**src/rtl/core/imupc_pkg.sv**
```systemverilog
// Shared types and constants for the IMU packet checksum parser.
// No dependencies; imported by every module of the block.
`default_nettype none

package imupc_pkg;

	localparam logic [7:0] SYNC_RESET   = 8'h55;
	localparam logic [7:0] TYPE_ACCEL   = 8'h51;
	localparam logic [7:0] TYPE_GYRO    = 8'h52;
	localparam logic [7:0] TYPE_ANGLE   = 8'h53;
	localparam logic [7:0] TYPE_MAG     = 8'h54;
	localparam logic [3:0] POS_HUNT     = 4'd0;
	localparam logic [3:0] POS_TYPE     = 4'd1;
	localparam logic [3:0] POS_LAST     = 4'd10;
	localparam int         PAYLOAD_LEN  = 8;

	typedef enum logic [1:0] {
		ST_OK       = 2'd0,
		ST_BAD_SUM  = 2'd1,
		ST_BAD_TYPE = 2'd2
	} status_t;

	typedef enum logic [1:0] {
		KIND_ACCEL = 2'd0,
		KIND_GYRO  = 2'd1,
		KIND_ANGLE = 2'd2,
		KIND_MAG   = 2'd3
	} kind_t;

	typedef struct packed {
		status_t            status;
		kind_t              kind;
		logic signed [15:0] word_a;
		logic signed [15:0] word_b;
		logic signed [15:0] word_c;
		logic signed [15:0] word_d;
	} result_t;

endpackage

`default_nettype wire

```
**src/rtl/core/imupc_framer.sv**
```systemverilog
// Input stage, packet framing state, checksum and result decode.
// Depends on imupc_pkg; feeds imupc_out_reg.
`default_nettype none

module imupc_framer
	import imupc_pkg::*;
(
	input  wire logic       clk,
	input  wire logic       arst_n,
	input  wire logic       cfg_valid,
	input  wire logic [7:0] cfg_data,
	input  wire logic       rx_valid,
	output logic            rx_ready,
	input  wire logic [7:0] rx_byte,
	input  wire logic       res_free,
	output logic            res_load,
	output result_t         res
);

	logic       valid_s1;
	logic [7:0] byte_s1;
	logic [7:0] sync_q;
	logic [3:0] pos_q;
	logic [7:0] sum_q;
	logic [7:0] type_q;
	logic [7:0] store_q [PAYLOAD_LEN];
	logic       is_last;
	logic       is_hunt;
	logic       consume;
	logic [2:0] store_idx;

	assign is_last   = (pos_q == POS_LAST);
	assign is_hunt   = (pos_q == POS_HUNT) || (pos_q > POS_LAST);
	assign consume   = valid_s1 && (!is_last || res_free);
	assign rx_ready  = !valid_s1 || consume;
	assign res_load  = consume && is_last;
	assign store_idx = 3'(pos_q - 4'd2);

	always_ff @(posedge clk or negedge arst_n) begin
		if (!arst_n) begin
			valid_s1 <= 1'b0;
			sync_q   <= SYNC_RESET;
		end else begin
			if (rx_ready) begin
				valid_s1 <= rx_valid;
			end
			if (cfg_valid) begin
				sync_q <= cfg_data;
			end
		end
	end

	always_ff @(posedge clk) begin
		if (rx_ready && rx_valid) begin
			byte_s1 <= rx_byte;
		end
	end

	always_ff @(posedge clk or negedge arst_n) begin
		if (!arst_n) begin
			pos_q  <= POS_HUNT;
			sum_q  <= '0;
			type_q <= '0;
		end else if (consume) begin
			if (is_hunt) begin
				if (byte_s1 == sync_q) begin
					sum_q <= byte_s1;
					pos_q <= POS_TYPE;
				end else begin
					pos_q <= POS_HUNT;
				end
			end else if (is_last) begin
				sum_q <= '0;
				pos_q <= POS_HUNT;
			end else begin
				if (pos_q == POS_TYPE) begin
					type_q <= byte_s1;
				end
				sum_q <= sum_q + byte_s1;
				pos_q <= pos_q + 4'd1;
			end
		end
	end

	always_ff @(posedge clk) begin
		if (consume && !is_hunt && !is_last && pos_q != POS_TYPE) begin
			store_q[store_idx] <= byte_s1;
		end
	end

	always_comb begin
		res.status = ST_OK;
		res.kind   = KIND_ACCEL;
		if (sum_q != byte_s1) begin
			res.status = ST_BAD_SUM;
		end else begin
			case (type_q)
				TYPE_ACCEL: res.kind = KIND_ACCEL;
				TYPE_GYRO:  res.kind = KIND_GYRO;
				TYPE_ANGLE: res.kind = KIND_ANGLE;
				TYPE_MAG:   res.kind = KIND_MAG;
				default:    res.status = ST_BAD_TYPE;
			endcase
		end
		res.word_a = {store_q[1], store_q[0]};
		res.word_b = {store_q[3], store_q[2]};
		res.word_c = {store_q[5], store_q[4]};
		res.word_d = {store_q[7], store_q[6]};
	end

	a_pos_range: assert property (@(posedge clk) disable iff (!arst_n)
		pos_q <= POS_LAST)
		else $error("byte position out of range");

	a_rehunt: assert property (@(posedge clk) disable iff (!arst_n)
		res_load |=> (pos_q == POS_HUNT) && (sum_q == 8'd0))
		else $error("framer did not return to hunting after a packet");

	a_sync_start: assert property (@(posedge clk) disable iff (!arst_n)
		(consume && is_hunt && byte_s1 == sync_q) |=> pos_q == POS_TYPE)
		else $error("sync byte did not open a packet");

endmodule

`default_nettype wire

```
**src/rtl/core/imupc_out_reg.sv**
```systemverilog
// Result register holding one finished packet until the sink takes it.
// Depends on imupc_pkg; loaded by imupc_framer.
`default_nettype none

module imupc_out_reg
	import imupc_pkg::*;
(
	input  wire logic    clk,
	input  wire logic    arst_n,
	input  wire logic    res_load,
	input  wire result_t res,
	output logic         res_free,
	output logic         out_valid,
	input  wire logic    out_ready,
	output result_t      res_q
);

	logic valid_q;

	assign out_valid = valid_q;
	assign res_free  = !valid_q || out_ready;

	always_ff @(posedge clk or negedge arst_n) begin
		if (!arst_n) begin
			valid_q <= 1'b0;
		end else if (res_load) begin
			valid_q <= 1'b1;
		end else if (out_ready) begin
			valid_q <= 1'b0;
		end
	end

	always_ff @(posedge clk) begin
		if (res_load) begin
			res_q <= res;
		end
	end

	a_no_overwrite: assert property (@(posedge clk) disable iff (!arst_n)
		res_load |-> res_free)
		else $error("result loaded over an untaken beat");

	a_load_shows: assert property (@(posedge clk) disable iff (!arst_n)
		res_load |=> valid_q)
		else $error("loaded result not presented");

endmodule

`default_nettype wire

```
**src/rtl/core/imu_packet_checksum_parser.sv**
```systemverilog
// Top level of the IMU packet checksum parser.
// Depends on imupc_pkg, imupc_framer and imupc_out_reg.
//
//  channel | handshake            | payload
//  --------+----------------------+------------------------------------------
//  cfg     | cfg_valid/cfg_ready  | sync_value[7:0]
//  rx      | rx_valid/rx_ready    | rx_byte[7:0]
//  out     | out_valid/out_ready  | status, packet_kind, word_a..word_d
//
// One byte per cycle sustained unless a waiting result stalls a checksum byte.
// Latency is set by the input register and the result register.
// arst_n clears framing state, sync_value to 0x55 and both valid flags.
// A waiting result stalls only a checksum byte; other bytes keep flowing.
// cfg_ready is always high.
`default_nettype none

module imu_packet_checksum_parser
	import imupc_pkg::*;
(
	input  wire logic               clk,
	input  wire logic               arst_n,
	input  wire logic               cfg_valid,
	output logic                    cfg_ready,
	input  wire logic [7:0]         sync_value,
	input  wire logic               rx_valid,
	output logic                    rx_ready,
	input  wire logic [7:0]         rx_byte,
	output logic                    out_valid,
	input  wire logic               out_ready,
	output logic [1:0]              status,
	output logic [1:0]              packet_kind,
	output logic signed [15:0]      word_a,
	output logic signed [15:0]      word_b,
	output logic signed [15:0]      word_c,
	output logic signed [15:0]      word_d
);

	logic    res_load;
	logic    res_free;
	result_t res;
	result_t res_q;

	assign cfg_ready = 1'b1;

	imupc_framer u_framer (
		.clk      (clk),
		.arst_n   (arst_n),
		.cfg_valid(cfg_valid),
		.cfg_data (sync_value),
		.rx_valid (rx_valid),
		.rx_ready (rx_ready),
		.rx_byte  (rx_byte),
		.res_free (res_free),
		.res_load (res_load),
		.res      (res)
	);

	imupc_out_reg u_out_reg (
		.clk      (clk),
		.arst_n   (arst_n),
		.res_load (res_load),
		.res      (res),
		.res_free (res_free),
		.out_valid(out_valid),
		.out_ready(out_ready),
		.res_q    (res_q)
	);

	assign status      = res_q.status;
	assign packet_kind = res_q.kind;
	assign word_a      = res_q.word_a;
	assign word_b      = res_q.word_b;
	assign word_c      = res_q.word_c;
	assign word_d      = res_q.word_d;

endmodule

`default_nettype wire

```
**config.mk**
```make
export PLATFORM = sky130hd
export DESIGN_NAME = imu_packet_checksum_parser
export DESIGN_NICKNAME = d
export VERILOG_FILES = /design/src/rtl/core/imupc_pkg.sv /design/src/rtl/core/imupc_framer.sv /design/src/rtl/core/imupc_out_reg.sv /design/src/rtl/core/imu_packet_checksum_parser.sv
export SDC_FILE = /design/constraint.sdc
export NUM_CORES = 1
export LEC_CHECK = 0
export ABC_AREA = 1
export ABC_CLOCK_PERIOD_IN_PS = 5600
export BUFFER_PORTS_ARGS = -buffer_cell sky130_fd_sc_hd__buf_4
export CORE_ASPECT_RATIO = 0.9
export CORE_MARGIN = 4
export CORE_UTILIZATION = 45
export CTS_BUF_LIST = sky130_fd_sc_hd__clkbuf_16
export DETAILED_ROUTE_END_ITERATION = 8
export GPL_TIMING_DRIVEN = 0
export PLACE_DENSITY = 0.73
export SYNTH_ARGS = -nofsm -noshare
export SYNTH_HDL_FRONTEND = slang
export SYNTH_HIERARCHICAL = 1
export SYNTH_SLANG_ARGS = --single-unit
```
**constraint.sdc**
```tcl
create_clock -name clk -period 5.6 [get_ports clk]
set_input_delay 1.12 -clock clk [delete_from_list [all_inputs] [get_ports clk]]
set_output_delay 1.12 -clock clk [all_outputs]
set_load 0.005 [all_outputs]
```
==> flow_summary.yaml, run 1 <==
global_routing:
  grt_max_degree: 48
  antenna_found_initial: 0
  grt_pass1_wl_um: 19060
  overflow: 0
  grt_util_all_layers_pct: 15.69
  grt_pass1_vias: 3623
cts:
  cts_resized: 0
  cts_buffer_depth: 2
  clock_sinks: 170
  cts_tree: "built"
  clockRootBuffer: "clkbuf_16"
  clk-insertion-delay-late_ns: 0.42
  numCtsBuffers: 17
  path_clk_slew_ns: 0.06
  cts_hold_buf: 0
  h-tree-depth: 4
  post_cts_buffers: 0
worst_setup_path:
  r2r-end: "u_framer/store_q[6][4]"
  end_kind: "output port"
  r2r_start: "u_framer/pos_q[1]"
  r2r_slack_ns: 3.24
  path_class: "primary input to output port"
  cp-startpoint: "out_ready"
  critPathLaunchType: "primary input"
  cp_max_fo: 3
  worstPathArrival_ns: 1.73
  ff2ff_path_depth: 7
  required_ns: 4.48
synth:
  synth_cell_types: 37
  yosysSeqAreaShare_pct: 78.50
  synth.cell_area_mm2: 0.006319
  yosys.area.top_type: "edfxtp_1"
  synth_most_common_cell: "edfxtp_1"
  synthArstFlopShare_pct: 17.65
  synth_area_leaders: "edfxtp_1, dfrtp_1, nand2_1, inv_1, nand3_1"
  synth_top_flop_cell: "edfxtp_1"
  synthCells: 430
  synth-edff-count: 140
  synthTopCellsByCount: "edfxtp_1, nand2_1, inv_1"
  synth_fp_nets: 459
  syn_avg_cell_area_um2: 14.69
  synth_seq_cells: 170
  synth-warning-count: 6
  synth_top_area_share_pct: 66.53
cells_and_area:
  design_area_mm2: 0.007845
  num-nets-final: 569
  drive_gt1_share_pct: 29.53
  antennaDiodeCount: 0
  areaGrowthSynthToFinish_pct: 24.16
  n_fill_cell: 1029
sta:
  timing.fmax_mhz: 350.5
  report.final.slew_viol_count: 0
  relSlewSlack_pct: 29.83
  fin_skew_ns: 0.006009
  finalSetupViolCount: 0
  fin_tns_setup_ns: 0
  rsz0062_at_grt: "false"
  final-hold-violation-count: 0
  fin_crit_ns: 2.853
  finalCritPeriodShare_pct: 50.95
  tightestPinTransition_ns: 1.044
hold_path:
  hold_depth: 0
  whs_endpoint: "u_out_reg/res_q[42]"
  hold_path_class: "flop to flop"
  hold_start: "u_framer/store_q[3][2]"
run_status:
  status: "finished clean"
routing:
  vias_per_cell: 4.803
  wl_um: 11820
  ant_nets: 0
  post_drt_wl_per_cell_um: 15.94
  dr_total_vias: 3559
  drt_iter0_drc: 211
  firstDrtPassIters: 5
  drc: 0
floorplan:
  die-area_mm2: 0.01600
  ioPinCount: 92
  fp.dieW_um: 132.9
  start_util_pct: 46.59
  die_h_um: 120.4
  core-area_mm2: 0.01356
  rows: 40
place:
  dpl_cell_area_mm2: 0.007251
  gp_congestion: 0.8963
  port_buffers: 90
  dpl.hpwl_um: 7759
job:
  cap_violations: 0
power_and_ir_drop:
  leakage_nw: 3.141
  p_per_area_mw_per_mm2: 457.0
  ir_drop_v: 0.0002442
[registers in the layout, summed over array words and instances (netlist names)]
register / count
u_framer/sum_q: 8
u_out_reg/res_q: 68
u_framer/type_q: 8
u_framer/byte_s1: 8
u_framer/sync_q: 8
u_out_reg/out_valid: 1
u_framer/pos_q: 4
u_framer/store_q: 64
u_framer/valid_s1: 1
[per-stage QoR]
stage,util (%),worst slack [ns],cells,power (mW),hold WS [ns]
final,57.84,2.747,741,3.585,0.4176
after global placement,53.31,1.685,709,2.392,0.4011
after detailed placement,53.46,2.749,710,2.431,0.4045
after global routing,57.84,2.684,741,3.782,0.4228
after CTS,57.84,2.745,741,3.604,0.4191
after floorplan,-,2.261,430,2.211,0.4003
[layout by cell type (no fill, tap or decap), types with 5 or more instances in the layout]
cell / synthesis / routed
mux2_2: 5 / 5
dfrtp_1: 26 / 26
xnor2_1: 5 / 5
ha_1: 7 / 7
nand3_1: 23 / 23
buf_4: 1 / 91
nor2_1: 19 / 19
edfxtp_1: 140 / 140
nand2_1: 102 / 102
inv_1: 34 / 33
nand2_2: 5 / 5
o21ai_0: 6 / 6
a21oi_1: 5 / 5
nand2_4: 5 / 5
clkbuf_16: 0 / 17
[worst max-delay path, cell delays in order]
cell and delay (ns):
buf_4 0.11, inv_1 0.05, nand2_2 0.05, inv_1 0.09
nand3_1 0.13, buf_4 0.17
[routing by layer]
layer	up-vias	routed length (um)	GRT usage [%]
met1	1698	5308	20.69
met3	18	842	5.990
met5	-	0	0
li1	1710	-	-
met4	0	132	4.935
met2	133	5532	24.24
[worst max-delay path by stage]
stage                     endpoint  slack (ns)  cells past startpoint
2_1_floorplan   u_out_reg/res_q[0]        2.26                      8
3_3_place_gp   u_out_reg/res_q[13]        1.69                      9
3_5_place_dp              rx_ready        2.75                      6
4_1_cts                   rx_ready        2.74                      6
5_1_grt                   rx_ready        2.68                      6
6_report                  rx_ready        2.75                      6
[report_power, final]
part,switching (mW),total [mW],internal (mW),leakage (nW)
Combinational,0.474,0.752,0.277,1.22
Clock,0.464,1.16,0.701,0.287
Sequential,0.101,1.67,1.57,1.63
[final cells by class]
cell class                      count  area, um^2  share of cell area [%]
Multi-Input combinational cell    215        1156                   14.74
Buffer                              5       45.04                  0.5742
Inverter                           40       157.7                   2.010
Clock buffer                       17       425.4                   5.423
Timing Repair Buffer               91       695.7                   8.868
Sequential cell                   170        4960                   63.22
Clock inverter                     14       168.9                   2.153
Tap cell                          189       236.5                   3.014
[cells by family (layout without fill, tap and decap cells)]
kind of cell             Yosys count  count (layout)  share of synthesized area, %
other                              1               1                       0.05935
XOR/XNOR                           7               7                        0.9703
flip-flops                       170             170                         78.49
AND/OR/NAND/NOR                  170             170                         12.36
multiplexers                       5               5                        0.8910
AO/OA/AOI/OAI                     24              24                         2.317
buffers and inverters             45             167                         3.208
adder cells (fa/ha/maj)            8               8                         1.703
Power figures use the tool's default switching activity.
==> run 2: changes to the inputs <==
- ABC_CLOCK_PERIOD_IN_PS: 5600 -> 2500
- PLACE_DENSITY: 0.73 -> 0.76
- clock period: 5.6 -> 2.5 ns (I/O delays scaled with it)
==> flow_summary.yaml, run 2 (synthesis gave the netlist of run 1 again) <==
cts:
  clk-insertion-delay-late_ns: 0.42
  clock_sinks: 170
  path_clk_slew_ns: 0.06
  clockRootBuffer: "clkbuf_16"
  cts_buffer_depth: 2
  cts_tree: "built"
  numCtsBuffers: 17
  h-tree-depth: 4
  post_cts_buffers: 0
power_and_ir_drop:
  p_per_area_mw_per_mm2: 987.7
  power.total_mw: 7.681
  seqPwrFrac_pct: 48.7
  p_clk_share_pct: 29.2
  combPwrFrac_pct: 22.0
  leakage_nw: 3.101
  power_switching_share_pct: 29.93
  intPower_mw: 5.382
  ir_drop_v: 0.0005790
  p_switching_mw: 2.299
sta:
  relSlewSlack_pct: 31.60
  fin_crit_ns: 2.393
  tightestPinTransition_ns: 1.018
  final-hold-violation-count: 0
  fin_tns_setup_ns: 0
  setup_ws_ns: 0.1069
  timing.fmax_mhz: 417.9
  finalCritPeriodShare_pct: 95.72
  finalSetupViolCount: 0
  report.final.slew_viol_count: 0
  rsz0062_at_grt: "true"
  hold_slack_ns: 0.005131
  fin_skew_ns: 0.007372
routing:
  dr_wl_met3_um: 844
  firstDrtPassIters: 6
  wl_um: 11860
  top_layer: "met4"
  dr_total_vias: 3578
  wl_met2_um: 5491
  ant_nets: 0
  post_drt_wl_per_cell_um: 15.99
  wl_met1_um: 5464
  drt_iter0_drc: 222
  drc: 0
  vias_per_cell: 4.822
cells_and_area:
  num-nets-final: 569
  design_area_mm2: 0.007776
  multiInputGateArea_mm2: 0.001174
  drive_gt1_share_pct: 29.11
  antennaDiodeCount: 0
  register_area_mm2: 0.004960
  areaGrowthSynthToFinish_pct: 23.07
  largest_reg_flops: 68
  n_fill_cell: 1034
  largest-register: "u_out_reg/res_q"
  reg_top3: "u_out_reg/res_q: 68 flops, u_framer/store_q: 64 flops"
  layout_common_cells: "edfxtp_1, nand2_1, buf_4"
  layout_commonest_cell: "edfxtp_1"
place:
  port_buffers: 90
  dpl_cell_area_mm2: 0.007234
  dpl.hpwl_um: 7736
  gp_congestion: 0.8589
  place_ws_ns: -0.5169
worst_setup_path:
  r2r-end: "u_framer/store_q[6][6]"
  r2r_start: "u_framer/pos_q[1]"
  cp_max_fo: 8
  path_class: "flop to flop"
  critPathLaunchType: "flop"
  required_ns: 2.54
  worstPathArrival_ns: 2.43
  ff2ff_path_depth: 7
  end_kind: "flop"
  r2r_slack_ns: 0.11
floorplan:
  ioPinCount: 92
  die-area_mm2: 0.01600
  core-area_mm2: 0.01356
  start_util_pct: 46.59
  fp.dieW_um: 132.9
  die_h_um: 120.4
  rows: 40
global_routing:
  grt_pass1_vias: 3561
  grt_max_degree: 36
  overflow: 0
  grt_pass1_wl_um: 18950
  grt_util_all_layers_pct: 15.59
  antenna_found_initial: 0
hold_path:
  hold_path_class: "primary input to asynchronous set/reset pin"
job:
  cap_violations: 0
run_status:
  status: "finished clean"
==> run 2: metrics by stage <==
stage | util (%) | instances
2_1_floorplan | - | 430
3_3_place_gp | 53.34 | 709
3_5_place_dp | 53.34 | 709
4_1_cts | 57.20 | 742
5_1_grt | 57.33 | 742
6_report | 57.33 | 742
==> run 2: what timing repair did <==
item / CTS / global route
setup endpoints to repair: 69 / 85
cloned: 1 / 0
gates resized for setup: 2 / 4
hold buffers: 0 / 0
==> run 2: layout make-up <==
class / count / area share, %
sequential: 170 / 63.78
multi-input combinational: 215 / 15.09
timing repair buffer: 90 / 8.689
clock buffer: 17 / 5.471
tap: 189 / 3.041
inverter: 40 / 2.108
clock inverter: 15 / 1.142
buffer: 5 / 0.5792
timing repair inverter: 1 / 0.09654
==> run 2: worst max-delay path by stage <==
stage               cells past startpoint         startpoint                     end
floorplan                               9  u_framer/pos_q[0]      u_out_reg/res_q[0]
global placement                        9          out_ready     u_out_reg/res_q[15]
detailed placement                      9  u_framer/pos_q[0]     u_out_reg/res_q[64]
CTS                                     9  u_framer/pos_q[0]     u_out_reg/res_q[35]
global route                            9  u_framer/pos_q[0]     u_out_reg/res_q[67]
finish                                  7  u_framer/pos_q[1]  u_framer/store_q[6][6]
==> run 2: per-layer routing <==
layer	vias up	GRT usage, %
li1	1714	-
met1	1718	21.33
met2	138	23.89
met3	8	5.865
met4	0	3.701
met5	-	0
==> run 2: critical path, cell delays in order, from the launching register on <==
cell     delay, ns
dfrtp_1       0.48
nor2_2        0.22
inv_4         0.07
nand2_2       0.08
nand3_2       0.11
inv_2         0.18
nand2_4       0.09
nor3_1        0.78
==> run 2: power groups by stage <==
| stage | Clock (mW) | Combinational (mW) | Sequential (mW) |
|---|---|---|---|
| final | 2.25 | 1.69 | 3.74 |
| after global routing | 2.45 | 1.89 | 3.78 |
| after CTS | 2.31 | 1.67 | 3.74 |
| after detailed placement | 0 | 1.65 | 3.80 |
| after global placement | 0 | 1.57 | 3.77 |
| after floorplan | 0 | 1.22 | 3.73 |
